**src/msgpack_stream_scanner_assert.svh**
```systemverilog
// ----------------------------------------------------------------------------
// msgpack_stream_scanner assertion macros
// Concurrent check macros shared by the stack and top-level scanner modules; empty for synthesis.
// ----------------------------------------------------------------------------
`ifndef MSGPACK_STREAM_SCANNER_ASSERT_SVH
`define MSGPACK_STREAM_SCANNER_ASSERT_SVH

`ifndef SYNTHESIS
// check a property on every rising clock edge outside reset
`define MSS_ASSERT(lbl, clk, rstn, prop) \
  lbl: assert property (@(posedge clk) disable iff (!rstn) (prop)) \
    else $error("%m: check failed");
// check that a condition implies a consequence in the same cycle
`define MSS_ASSERT_IMPL(lbl, clk, rstn, ante, cons) \
  lbl: assert property (@(posedge clk) disable iff (!rstn) (ante) |-> (cons)) \
    else $error("%m: implication failed");
`else
`define MSS_ASSERT(lbl, clk, rstn, prop)
`define MSS_ASSERT_IMPL(lbl, clk, rstn, ante, cons)
`endif

`endif

```
**src/mss_pkg.sv**
```systemverilog
// ----------------------------------------------------------------------------
// mss_pkg
// Request types, type and token codes, lead byte codes and state record
// shared by the MessagePack stream scanner modules.
// ----------------------------------------------------------------------------
package mss_pkg;

  // nesting levels held by the stack
  localparam int unsigned NEST_DEPTH = 16;

  localparam int unsigned CNT_W   = 17;
  localparam int unsigned DEPTH_W = $clog2(NEST_DEPTH + 1);
  localparam int unsigned LVL_W   = DEPTH_W;

  // scanner phases
  localparam logic [1:0] PH_LEAD = 2'd0;
  localparam logic [1:0] PH_EXT  = 2'd1;
  localparam logic [1:0] PH_PAY  = 2'd2;
  localparam logic [1:0] PH_IGN  = 2'd3;

  // token kinds
  localparam logic [1:0] TK_LEAD = 2'd0;
  localparam logic [1:0] TK_EXT  = 2'd1;
  localparam logic [1:0] TK_PAY  = 2'd2;
  localparam logic [1:0] TK_IGN  = 2'd3;

  // value type codes
  localparam logic [3:0] T_POSFIX = 4'd0;
  localparam logic [3:0] T_NEGFIX = 4'd1;
  localparam logic [3:0] T_NIL    = 4'd2;
  localparam logic [3:0] T_FALSE  = 4'd3;
  localparam logic [3:0] T_TRUE   = 4'd4;
  localparam logic [3:0] T_UINT8  = 4'd5;
  localparam logic [3:0] T_UINT16 = 4'd6;
  localparam logic [3:0] T_UINT32 = 4'd7;
  localparam logic [3:0] T_INT8   = 4'd8;
  localparam logic [3:0] T_INT16  = 4'd9;
  localparam logic [3:0] T_INT32  = 4'd10;
  localparam logic [3:0] T_STR    = 4'd11;
  localparam logic [3:0] T_BIN    = 4'd12;
  localparam logic [3:0] T_MAP    = 4'd13;
  localparam logic [3:0] T_ARRAY  = 4'd14;
  localparam logic [3:0] T_BAD    = 4'd15;

  // error codes
  localparam logic [1:0] ERR_NONE  = 2'd0;
  localparam logic [1:0] ERR_UNSUP = 2'd1;
  localparam logic [1:0] ERR_DEEP  = 2'd2;
  localparam logic [1:0] ERR_TRUNC = 2'd3;

  // lead bytes outside the fixed-format ranges
  localparam logic [7:0] LB_NIL    = 8'hC0;
  localparam logic [7:0] LB_FALSE  = 8'hC2;
  localparam logic [7:0] LB_TRUE   = 8'hC3;
  localparam logic [7:0] LB_BIN8   = 8'hC4;
  localparam logic [7:0] LB_BIN16  = 8'hC5;
  localparam logic [7:0] LB_BIN32  = 8'hC6;
  localparam logic [7:0] LB_UINT8  = 8'hCC;
  localparam logic [7:0] LB_UINT16 = 8'hCD;
  localparam logic [7:0] LB_UINT32 = 8'hCE;
  localparam logic [7:0] LB_INT8   = 8'hD0;
  localparam logic [7:0] LB_INT16  = 8'hD1;
  localparam logic [7:0] LB_INT32  = 8'hD2;
  localparam logic [7:0] LB_STR8   = 8'hD9;
  localparam logic [7:0] LB_STR16  = 8'hDA;
  localparam logic [7:0] LB_ARR16  = 8'hDC;
  localparam logic [7:0] LB_MAP16  = 8'hDE;

  typedef struct packed {
    logic [7:0] data_byte;
    logic       frame_start;
    logic       frame_end;
  } mss_in_t;

  typedef struct packed {
    logic [1:0]         token_kind;
    logic [3:0]         type_code;
    logic               header_done;
    logic signed [31:0] int_value;
    logic [31:0]        length;
    logic [DEPTH_W-1:0] depth;
    logic               top_done;
    logic [1:0]         error_code;
  } mss_out_t;

  // scalar scanner state
  typedef struct packed {
    logic [1:0]  phase;
    logic [3:0]  ptype;
    logic [2:0]  ext_left;
    logic [31:0] asm_val;
    logic [31:0] pay_left;
    logic [1:0]  err;
  } mss_state_t;

  // stack request from the decoder
  typedef struct packed {
    logic             push;
    logic             pop;
    logic [CNT_W-1:0] count;
  } mss_stk_cmd_t;

endpackage

```
**src/mss_stack.sv**
```systemverilog
// ----------------------------------------------------------------------------
// mss_stack
// Open-element counters, one cell per nesting level, with a pop cascade
// resolved combinationally from per-level last-element flags.
// ----------------------------------------------------------------------------
`include "msgpack_stream_scanner_assert.svh"

module mss_stack
  import mss_pkg::*;
(
  input  logic             clk_i,
  input  logic             rst_ni,
  input  logic             en_i,
  input  logic             flush_i,
  input  mss_stk_cmd_t     cmd_i,
  output logic [LVL_W-1:0] level_o,
  output logic [LVL_W-1:0] pop_level_o
);

  logic [LVL_W-1:0]      level_q;
  logic [LVL_W-1:0]      level_d;
  logic [LVL_W-1:0]      lvl_eff;
  logic [LVL_W-1:0]      pop_lvl;
  logic [NEST_DEPTH-1:0] last_flag;
  logic [CNT_W-1:0]      count_q [NEST_DEPTH];

  // a new frame starts with an empty stack
  assign lvl_eff = flush_i ? '0 : level_q;

  // level left after a value closes: just above the highest open level
  // that still has more than one element to go
  always_comb begin
    pop_lvl = '0;
    for (int i = 0; i < NEST_DEPTH; i++) begin
      if ((LVL_W'(i) < lvl_eff) && !last_flag[i]) begin
        pop_lvl = LVL_W'(i + 1);
      end
    end
  end

  // per-level counter cells
  for (genvar g = 0; g < NEST_DEPTH; g++) begin : g_cell
    localparam logic [LVL_W-1:0] CELL_LVL = LVL_W'(g);
    localparam logic [LVL_W-1:0] CELL_TOP = LVL_W'(g + 1);

    assign last_flag[g] = (count_q[g] == CNT_W'(1));

    always_ff @(posedge clk_i) begin
      if (en_i) begin
        if (cmd_i.push && (lvl_eff == CELL_LVL)) begin
          count_q[g] <= cmd_i.count;
        end else if (cmd_i.pop && (pop_lvl == CELL_TOP)) begin
          count_q[g] <= count_q[g] - CNT_W'(1);
        end
      end
    end
  end

  // level update
  always_comb begin
    if (cmd_i.push) begin
      level_d = lvl_eff + LVL_W'(1);
    end else if (cmd_i.pop) begin
      level_d = pop_lvl;
    end else begin
      level_d = lvl_eff;
    end
  end

  always_ff @(posedge clk_i or negedge rst_ni) begin
    if (!rst_ni) begin
      level_q <= '0;
    end else if (en_i) begin
      level_q <= level_d;
    end
  end

  assign level_o     = lvl_eff;
  assign pop_level_o = pop_lvl;

  // checks
  `MSS_ASSERT(a_level_bound, clk_i, rst_ni, level_q <= LVL_W'(NEST_DEPTH))
  `MSS_ASSERT_IMPL(a_no_push_full, clk_i, rst_ni, en_i && cmd_i.push, lvl_eff < LVL_W'(NEST_DEPTH))

endmodule

```
**src/mss_decode.sv**
```systemverilog
// ----------------------------------------------------------------------------
// mss_decode
// Per-byte classification, header assembly, integer decode and next-state
// logic of the MessagePack stream scanner.
// ----------------------------------------------------------------------------
module mss_decode
  import mss_pkg::*;
(
  input  mss_in_t          item_i,
  input  mss_state_t       state_i,
  input  logic [LVL_W-1:0] level_i,
  input  logic [LVL_W-1:0] pop_level_i,
  output mss_state_t       state_o,
  output mss_stk_cmd_t     cmd_o,
  output mss_out_t         res_o
);

  mss_state_t       nxt;
  mss_out_t         res;
  logic [7:0]       b;
  logic             hc;
  logic [3:0]       ht;
  logic [31:0]      hv;
  logic             ext_go;
  logic [3:0]       ext_t;
  logic [2:0]       ext_n;
  logic             close;
  logic             open;
  logic             push;
  logic [CNT_W-1:0] elems;
  logic             go_err;
  logic [1:0]       err_code;
  logic [31:0]      asm_new;
  logic [31:0]      pay_new;
  logic [LVL_W-1:0] lvl_next;

  assign b = item_i.data_byte;

  always_comb begin
    res      = '0;
    nxt      = item_i.frame_start ? '0 : state_i;
    hc       = 1'b0;
    ht       = T_POSFIX;
    hv       = '0;
    ext_go   = 1'b0;
    ext_t    = T_POSFIX;
    ext_n    = '0;
    close    = 1'b0;
    open     = 1'b0;
    push     = 1'b0;
    elems    = '0;
    go_err   = 1'b0;
    err_code = ERR_NONE;
    asm_new  = {state_i.asm_val[23:0], b};
    pay_new  = state_i.pay_left - 32'd1;

    // byte classification by phase
    unique case (nxt.phase)
      PH_IGN: begin
        res.token_kind = TK_IGN;
        res.error_code = nxt.err;
      end
      PH_LEAD: begin
        res.token_kind = TK_LEAD;
        if (!b[7]) begin
          res.type_code = T_POSFIX;
          hc = 1'b1;
          ht = T_POSFIX;
          hv = {24'd0, b};
        end else if (b[7:5] == 3'b111) begin
          res.type_code = T_NEGFIX;
          hc = 1'b1;
          ht = T_NEGFIX;
          hv = {24'd0, b};
        end else if (b[7:4] == 4'h8) begin
          res.type_code = T_MAP;
          hc = 1'b1;
          ht = T_MAP;
          hv = {28'd0, b[3:0]};
        end else if (b[7:4] == 4'h9) begin
          res.type_code = T_ARRAY;
          hc = 1'b1;
          ht = T_ARRAY;
          hv = {28'd0, b[3:0]};
        end else if (b[7:5] == 3'b101) begin
          res.type_code = T_STR;
          hc = 1'b1;
          ht = T_STR;
          hv = {27'd0, b[4:0]};
        end else begin
          unique case (b)
            LB_NIL: begin
              res.type_code = T_NIL;
              hc = 1'b1;
              ht = T_NIL;
            end
            LB_FALSE: begin
              res.type_code = T_FALSE;
              hc = 1'b1;
              ht = T_FALSE;
            end
            LB_TRUE: begin
              res.type_code = T_TRUE;
              hc = 1'b1;
              ht = T_TRUE;
            end
            LB_BIN8:   begin ext_go = 1'b1; ext_t = T_BIN;    ext_n = 3'd1; end
            LB_BIN16:  begin ext_go = 1'b1; ext_t = T_BIN;    ext_n = 3'd2; end
            LB_BIN32:  begin ext_go = 1'b1; ext_t = T_BIN;    ext_n = 3'd4; end
            LB_UINT8:  begin ext_go = 1'b1; ext_t = T_UINT8;  ext_n = 3'd1; end
            LB_UINT16: begin ext_go = 1'b1; ext_t = T_UINT16; ext_n = 3'd2; end
            LB_UINT32: begin ext_go = 1'b1; ext_t = T_UINT32; ext_n = 3'd4; end
            LB_INT8:   begin ext_go = 1'b1; ext_t = T_INT8;   ext_n = 3'd1; end
            LB_INT16:  begin ext_go = 1'b1; ext_t = T_INT16;  ext_n = 3'd2; end
            LB_INT32:  begin ext_go = 1'b1; ext_t = T_INT32;  ext_n = 3'd4; end
            LB_STR8:   begin ext_go = 1'b1; ext_t = T_STR;    ext_n = 3'd1; end
            LB_STR16:  begin ext_go = 1'b1; ext_t = T_STR;    ext_n = 3'd2; end
            LB_ARR16:  begin ext_go = 1'b1; ext_t = T_ARRAY;  ext_n = 3'd2; end
            LB_MAP16:  begin ext_go = 1'b1; ext_t = T_MAP;    ext_n = 3'd2; end
            default: begin
              res.type_code = T_BAD;
              go_err   = 1'b1;
              err_code = ERR_UNSUP;
            end
          endcase
        end
        // header continues in extension bytes
        if (ext_go) begin
          res.type_code = ext_t;
          nxt.ptype     = ext_t;
          nxt.ext_left  = ext_n;
          nxt.asm_val   = '0;
          nxt.phase     = PH_EXT;
        end
      end
      PH_EXT: begin
        res.token_kind = TK_EXT;
        res.type_code  = nxt.ptype;
        nxt.asm_val    = asm_new;
        nxt.ext_left   = nxt.ext_left - 3'd1;
        if (nxt.ext_left == 3'd0) begin
          hc = 1'b1;
          ht = nxt.ptype;
          hv = asm_new;
        end
      end
      PH_PAY: begin
        res.token_kind = TK_PAY;
        res.type_code  = nxt.ptype;
        nxt.pay_left   = pay_new;
        res.length     = pay_new;
        if (pay_new == 32'd0) begin
          nxt.phase = PH_LEAD;
          close     = 1'b1;
        end
      end
      default: ;
    endcase

    // completed header
    if (hc) begin
      res.header_done = 1'b1;
      nxt.phase       = PH_LEAD;
      case (ht) inside
        T_NEGFIX: begin
          res.int_value = hv | 32'hFFFF_FF00;
          close = 1'b1;
        end
        T_INT8: begin
          res.int_value = {{24{hv[7]}}, hv[7:0]};
          close = 1'b1;
        end
        T_INT16: begin
          res.int_value = {{16{hv[15]}}, hv[15:0]};
          close = 1'b1;
        end
        T_POSFIX, T_UINT8, T_UINT16, T_UINT32, T_INT32: begin
          res.int_value = hv;
          close = 1'b1;
        end
        T_STR, T_BIN: begin
          res.length = hv;
          if (hv == 32'd0) begin
            close = 1'b1;
          end else begin
            nxt.pay_left = hv;
            nxt.phase    = PH_PAY;
          end
        end
        T_MAP: begin
          res.length = hv;
          elems = {hv[15:0], 1'b0};
          open  = 1'b1;
        end
        T_ARRAY: begin
          res.length = hv;
          elems = {1'b0, hv[15:0]};
          open  = 1'b1;
        end
        default: close = 1'b1;
      endcase
    end

    // container header: empty closes, full stack flags, else push
    if (open) begin
      if (elems == '0) begin
        close = 1'b1;
      end else if (level_i >= LVL_W'(NEST_DEPTH)) begin
        go_err   = 1'b1;
        err_code = ERR_DEEP;
      end else begin
        push = 1'b1;
      end
    end

    if (go_err) begin
      res.error_code = err_code;
      nxt.err        = err_code;
      nxt.phase      = PH_IGN;
    end

    // level after this byte
    if (push) begin
      lvl_next = level_i + LVL_W'(1);
    end else if (close) begin
      lvl_next = pop_level_i;
    end else begin
      lvl_next = level_i;
    end
    res.top_done = close && (pop_level_i == '0);

    // frame ends with a value still open
    if (item_i.frame_end && (res.token_kind != TK_IGN) && (nxt.phase != PH_IGN) &&
        ((nxt.phase != PH_LEAD) || (lvl_next != '0))) begin
      res.error_code = ERR_TRUNC;
      nxt.err        = ERR_TRUNC;
      nxt.phase      = PH_IGN;
    end

    res.depth = DEPTH_W'(lvl_next);
  end

  assign state_o    = nxt;
  assign res_o      = res;
  assign cmd_o.push  = push;
  assign cmd_o.pop   = close;
  assign cmd_o.count = elems;

endmodule

```
**src/msgpack_stream_scanner.sv**
```systemverilog
// ----------------------------------------------------------------------------
// msgpack_stream_scanner
// Byte-serial MessagePack subset scanner with nesting stack and error latch.
// ----------------------------------------------------------------------------
// Takes one message byte per cycle while the output side keeps taking
// results, and gives one result per byte. A byte is accepted into an input
// register, decoded combinationally against the scanner state and the
// nesting stack, and lands in a result register once that register is
// free, so the sustained rate is one byte every cycle while the output side
// keeps taking results. The stack holds NEST_DEPTH counter cells in
// flip-flops; when a value closes, every emptied level is popped in the
// same cycle using per-level last-element flags. No clearing pass follows
// reset: frame_start empties the stack and clears the error latch, and
// stack cells are always written before they are read.
`include "msgpack_stream_scanner_assert.svh"

module msgpack_stream_scanner
  import mss_pkg::*;
(
  input  logic     clk_i,
  input  logic     rst_ni,
  input  logic     in_valid_i,
  output logic     in_stall_o,
  input  mss_in_t  in_data_i,
  output logic     out_valid_o,
  input  logic     out_stall_i,
  output mss_out_t out_data_o
);

  logic             in_valid_q;
  mss_in_t          in_q;
  logic             out_valid_q;
  mss_out_t         out_q;
  mss_out_t         res_d;
  mss_state_t       st_q;
  mss_state_t       st_d;
  mss_stk_cmd_t     stk_cmd;
  logic [LVL_W-1:0] stk_level;
  logic [LVL_W-1:0] stk_pop_level;
  logic             out_free;
  logic             fire;

  // request flow: result register free or draining this cycle
  assign out_free   = !out_valid_q || !out_stall_i;
  assign fire       = in_valid_q && out_free;
  assign in_stall_o = in_valid_q && !out_free;

  // input register
  always_ff @(posedge clk_i or negedge rst_ni) begin
    if (!rst_ni) begin
      in_valid_q <= 1'b0;
    end else if (!in_stall_o) begin
      in_valid_q <= in_valid_i;
    end
  end

  always_ff @(posedge clk_i) begin
    if (in_valid_i && !in_stall_o) begin
      in_q <= in_data_i;
    end
  end

  // byte decode
  mss_decode u_decode (
    .item_i     (in_q),
    .state_i    (st_q),
    .level_i    (stk_level),
    .pop_level_i(stk_pop_level),
    .state_o    (st_d),
    .cmd_o      (stk_cmd),
    .res_o      (res_d)
  );

  // nesting stack
  mss_stack u_stack (
    .clk_i      (clk_i),
    .rst_ni     (rst_ni),
    .en_i       (fire),
    .flush_i    (in_q.frame_start),
    .cmd_i      (stk_cmd),
    .level_o    (stk_level),
    .pop_level_o(stk_pop_level)
  );

  // scanner state
  always_ff @(posedge clk_i or negedge rst_ni) begin
    if (!rst_ni) begin
      st_q <= '0;
    end else if (fire) begin
      st_q <= st_d;
    end
  end

  // result register
  always_ff @(posedge clk_i or negedge rst_ni) begin
    if (!rst_ni) begin
      out_valid_q <= 1'b0;
    end else if (out_free) begin
      out_valid_q <= fire;
    end
  end

  always_ff @(posedge clk_i) begin
    if (fire) begin
      out_q <= res_d;
    end
  end

  assign out_valid_o = out_valid_q;
  assign out_data_o  = out_q;

  // checks
  `MSS_ASSERT_IMPL(a_err_ignores, clk_i, rst_ni, st_q.err != ERR_NONE, st_q.phase == PH_IGN)
  `MSS_ASSERT_IMPL(a_ext_pending, clk_i, rst_ni, st_q.phase == PH_EXT, st_q.ext_left != 3'd0)
  `MSS_ASSERT_IMPL(a_pay_pending, clk_i, rst_ni, st_q.phase == PH_PAY, st_q.pay_left != 32'd0)
  `MSS_ASSERT_IMPL(a_hdr_kind, clk_i, rst_ni, out_valid_q && out_q.header_done, out_q.token_kind == TK_LEAD || out_q.token_kind == TK_EXT)
  `MSS_ASSERT_IMPL(a_out_from_fire, clk_i, rst_ni, $rose(out_valid_q), $past(fire))

endmodule

```
**config.mk**
```make
export PLATFORM = sky130hd
export DESIGN_NAME = msgpack_stream_scanner
export DESIGN_NICKNAME = d
export VERILOG_FILES = /design/src/mss_pkg.sv /design/src/mss_stack.sv /design/src/mss_decode.sv /design/src/msgpack_stream_scanner.sv
export VERILOG_INCLUDE_DIRS = /design/src /design/src/src
export SDC_FILE = /design/constraint.sdc
export NUM_CORES = 1
export LEC_CHECK = 0
export BUFFER_PORTS_ARGS = -buffer_cell sky130_fd_sc_hd__buf_2
export CORE_MARGIN = 1.5
export CORE_UTILIZATION = 65
export DETAILED_ROUTE_END_ITERATION = 6
export PLACE_DENSITY = 0.83
export SLEW_MARGIN = 10
export SYNTH_ARGS = -nofsm -noshare
export SYNTH_HDL_FRONTEND = slang
export SYNTH_HIERARCHICAL = 1
export SYNTH_SLANG_ARGS = --single-unit
```
**constraint.sdc**
```tcl
create_clock -name clk_i -period 9.6 [get_ports clk_i]
set_clock_uncertainty 0.15 [all_clocks]
set_input_delay 2.4 -clock clk_i [delete_from_list [all_inputs] [get_ports clk_i]]
set_output_delay 2.4 -clock clk_i [all_outputs]
set_load 0.01 [all_outputs]
```
==> impl_summary.log <==
INFO  metric worstPathCellList = buf_4 > nand2b_1 > ha_1 > and2_1 > o31a_1 > buf_4 > o21ai_1 > nand4_1 > a2111o_1 > or2_2 > and3_1 > inv_1 > nand2_1 > nor2_1 > nand3_2 > nor4b_4 > a31o_2
INFO  metric pwr_density_cell = around 210 mW/mm²
INFO  metric route.detailed.wl_per_inst = 22.91 µm
INFO  metric numCtsBuffers = 47
INFO  metric finalSetupViolations = 0
INFO  metric worst-path-max-fanout = 49
INFO  metric clock.fmax = roughly 130 MHz
INFO  metric worst_setup_path_startpoint = in_q[1]
INFO  metric crit_type = flip-flop to flip-flop
INFO  metric antenna-diode-count = 0
INFO  metric via_count_of_the_first_global_routing_pass = about 21000
INFO  metric warnings_from_yosys = 6
INFO  metric drc = 0
INFO  metric outcome = finished, final reports clean
INFO  metric r2r_slack = between 2 and 2.5 ns
INFO  metric crit_path_end_kind = flip-flop
INFO  metric grt_antenna_before_repair = 0
INFO  metric worstSkewPairLatency = around 0.60 ns
INFO  metric groute.usage.overall = 33.40%
INFO  metric path_buf_inv = 3
INFO  metric floorplan.rows = 75
INFO  metric dieArea = 0.04430 mm²
INFO  metric worst_vdd_rail_ir_drop = 179.2 µV
INFO  metric drv_cap = 0
INFO  metric core_area = 0.04223 mm²
INFO  metric synth_area = between 0.02 and 0.03 mm²
INFO  metric fill_cells = roughly 3000
INFO  metric fraction_of_final_layout_cells_sized_beyond_drive_strength_1 = between 15 and 20%
INFO  metric arrival_time_at_the_worst_endpoint = about 7.6 ns
INFO  metric cp_slowest_stage_delay = slightly above 1 ns
INFO  metric route.final.wire_length = ~75 mm
INFO  metric area_growth = 8.523%
INFO  metric vias_per_cell = around 6.8
INFO  metric post-cts-setup-buffer-count = 0
INFO  metric drtPass1Iterations = 6
INFO  metric clk_pin_slew_worst_paths = ~0.060 ns
INFO  metric grt_ovf = 0
INFO  metric hold-path-cell-count = 1
INFO  metric crit_family = simple AND/OR/NAND/NOR gates
INFO  metric timing.critical_path.mode_cell = sky130_fd_sc_hd__buf_4
INFO  metric place.gp.congestion = 0.9840
INFO  metric tritoncts = done
INFO  metric grt_start_max_net_pins = 75
INFO  metric drtIter0Drc = 2535
INFO  metric reg_to_reg_critical_path_endpoint = u_stack/count_q[1][19]
INFO  metric hold-worst-slack = about 0.36 ns
INFO  metric timing.critical_path.depth = 17
INFO  metric grt_first_pass_wirelength = roughly 120 mm
INFO  metric initial_utilization = 66.26%
INFO  metric numClockSinks = 435
INFO  metric synthesis.nets = between 2000 and 3000
INFO  metric number_of_i_o_pins = 95
INFO  metric fin_nets = 2752
INFO  metric min_path_type = flip-flop to flip-flop
INFO  metric maxSlewViolCount = 0
INFO  metric reg2reg_depth = 17
INFO  metric holdBufCountCts = 0
INFO  metric synthesis.area_per_instance = 10.53 µm²
INFO  metric worstReg2RegStart = in_q[1]
INFO  metric min_period = ~7.5 ns
INFO  metric final_total_pwr = 6.495 mW
INFO  metric cts_resized = 0
INFO  metric fin_setup_tns = 0 ns
INFO  metric hpwl = 49.16 mm
INFO  metric route.vias.total = approximately 22000
INFO  metric gate_count_of_the_mapped_netlist = approximately 2700
INFO  metric setup_repair_after_global_routing_missed_its_margin = false
INFO  metric start_kind = flip-flop
INFO  metric route.antenna.remaining_nets = 0
INFO  metric timing.final.crit_share = between 70 and 80%
INFO  metric timing.critical_path.to = u_stack/count_q[1][19]
INFO  metric final_hold_viol_count = 0
INFO  metric cts_htree_levels = 2
INFO  metric die_x = approximately 210 µm
INFO  metric clock_root_buffer = sky130_fd_sc_hd__clkbuf_16
INFO  metric buffers_on_ports = 94
INFO  metric maxSlewHeadroom = around 20%
INFO  metric critical_path_required = ~9.7 ns
INFO  metric cts_max_path_buffers = 3
INFO  metric tightestPinTransition = around 1.2 ns
INFO  metric slowest_stage = sky130_fd_sc_hd__nor4b_4
INFO  metric die_h = approximately 210 µm
INFO  metric cellLeakagePower = between 10 and 15 nW
==> layer usage <==
| layer | up-vias | routed length, µm | global-route usage [%] | part of all wire [%] |
|---|---|---|---|---|
| met2 | 1181 | 34050 | 50.82 | 45 |
| met3 | 182 | 7333 | 5.185 | 9.8 |
| met5 | - | 0 | 0 | 0 |
| met4 | 0 | 2565 | 12.24 | 3.4 |
| li1 | 9957 | - | - | - |
| met1 | 10830 | 30970 | 48.65 | 41 |
==> sequential cells by signal, indices dropped and copies added, names as in the netlist <==
register,cells
in_q,10
in_valid_q,1
out_data_o,79
out_valid_o,1
st_q,67
u_stack/count_q,272
u_stack/level_q,5
==> placed cells by master, fill, tap and decap left out, types with 60 or more instances in the layout <==
| master | n |
|---|---|
| sky130_fd_sc_hd__nand3_1 | 71 |
| sky130_fd_sc_hd__xor2_1 | 141 |
| sky130_fd_sc_hd__dfrtp_1 | 74 |
| sky130_fd_sc_hd__nand2_1 | 236 |
| sky130_fd_sc_hd__nor2_1 | 193 |
| sky130_fd_sc_hd__nor4_1 | 60 |
| sky130_fd_sc_hd__buf_2 | 93 |
| sky130_fd_sc_hd__inv_1 | 76 |
| sky130_fd_sc_hd__mux2_2 | 190 |
| sky130_fd_sc_hd__a21oi_1 | 80 |
| sky130_fd_sc_hd__edfxtp_1 | 361 |
| sky130_fd_sc_hd__o21ai_0 | 157 |
| sky130_fd_sc_hd__nor3_1 | 113 |
| sky130_fd_sc_hd__xnor2_1 | 105 |
==> stage by stage <==
stage,util [%],cell area [µm²],cells,setup WS (ns)
detailed placement,68.30,28840,3184,2.265
global placement,68.30,28840,3184,2.526
global route,71.91,30370,3270,1.686
floorplan,-,27980,2657,3.194
CTS,71.91,30370,3270,2.266
finish,71.91,30370,3270,2.144
==> layout make-up <==
type                       instances  area (µm²)  area share, %
multi-input combinational       1996       14390          47.40
sequential                       435       12690          41.80
clock buffer                      63        1289          4.244
timing repair buffer             136       788.3          2.596
tap                              539       674.4          2.221
inverter                          78       292.8         0.9642
clock inverter                    23       236.5         0.7788
==> report_power, final <==
part           leakage [nW]  total, mW  internal [mW]  switching, mW
registers              4.51       2.55           2.28          0.273
clock network         0.743       1.82           1.05          0.766
logic                  6.73       2.12          0.803           1.32
total                  12.0       6.50           4.14           2.36
==> worst register-to-register path, delay by kind of cell (launching register included) <==
| family | cells | cell delay, ns |
|---|---|---|
| flops | 1 | 0.37 |
| compound gates | 4 | 1.79 |
| buf+inv | 3 | 0.80 |
| fa+ha+maj | 1 | 0.58 |
| simple gates | 9 | 3.44 |
==> how the worst min path moves through the flow <==
stage / from / to / slack, ns
floorplan: in_valid_q / out_valid_o / 0.30
global placement: in_valid_q / out_valid_o / 0.31
detailed placement: in_valid_q / out_valid_o / 0.34
CTS: in_valid_q / out_valid_o / 0.35
global route: in_valid_q / out_valid_o / 0.38
finish: in_valid_q / out_valid_o / 0.36
(Power assumes the default switching activity.)
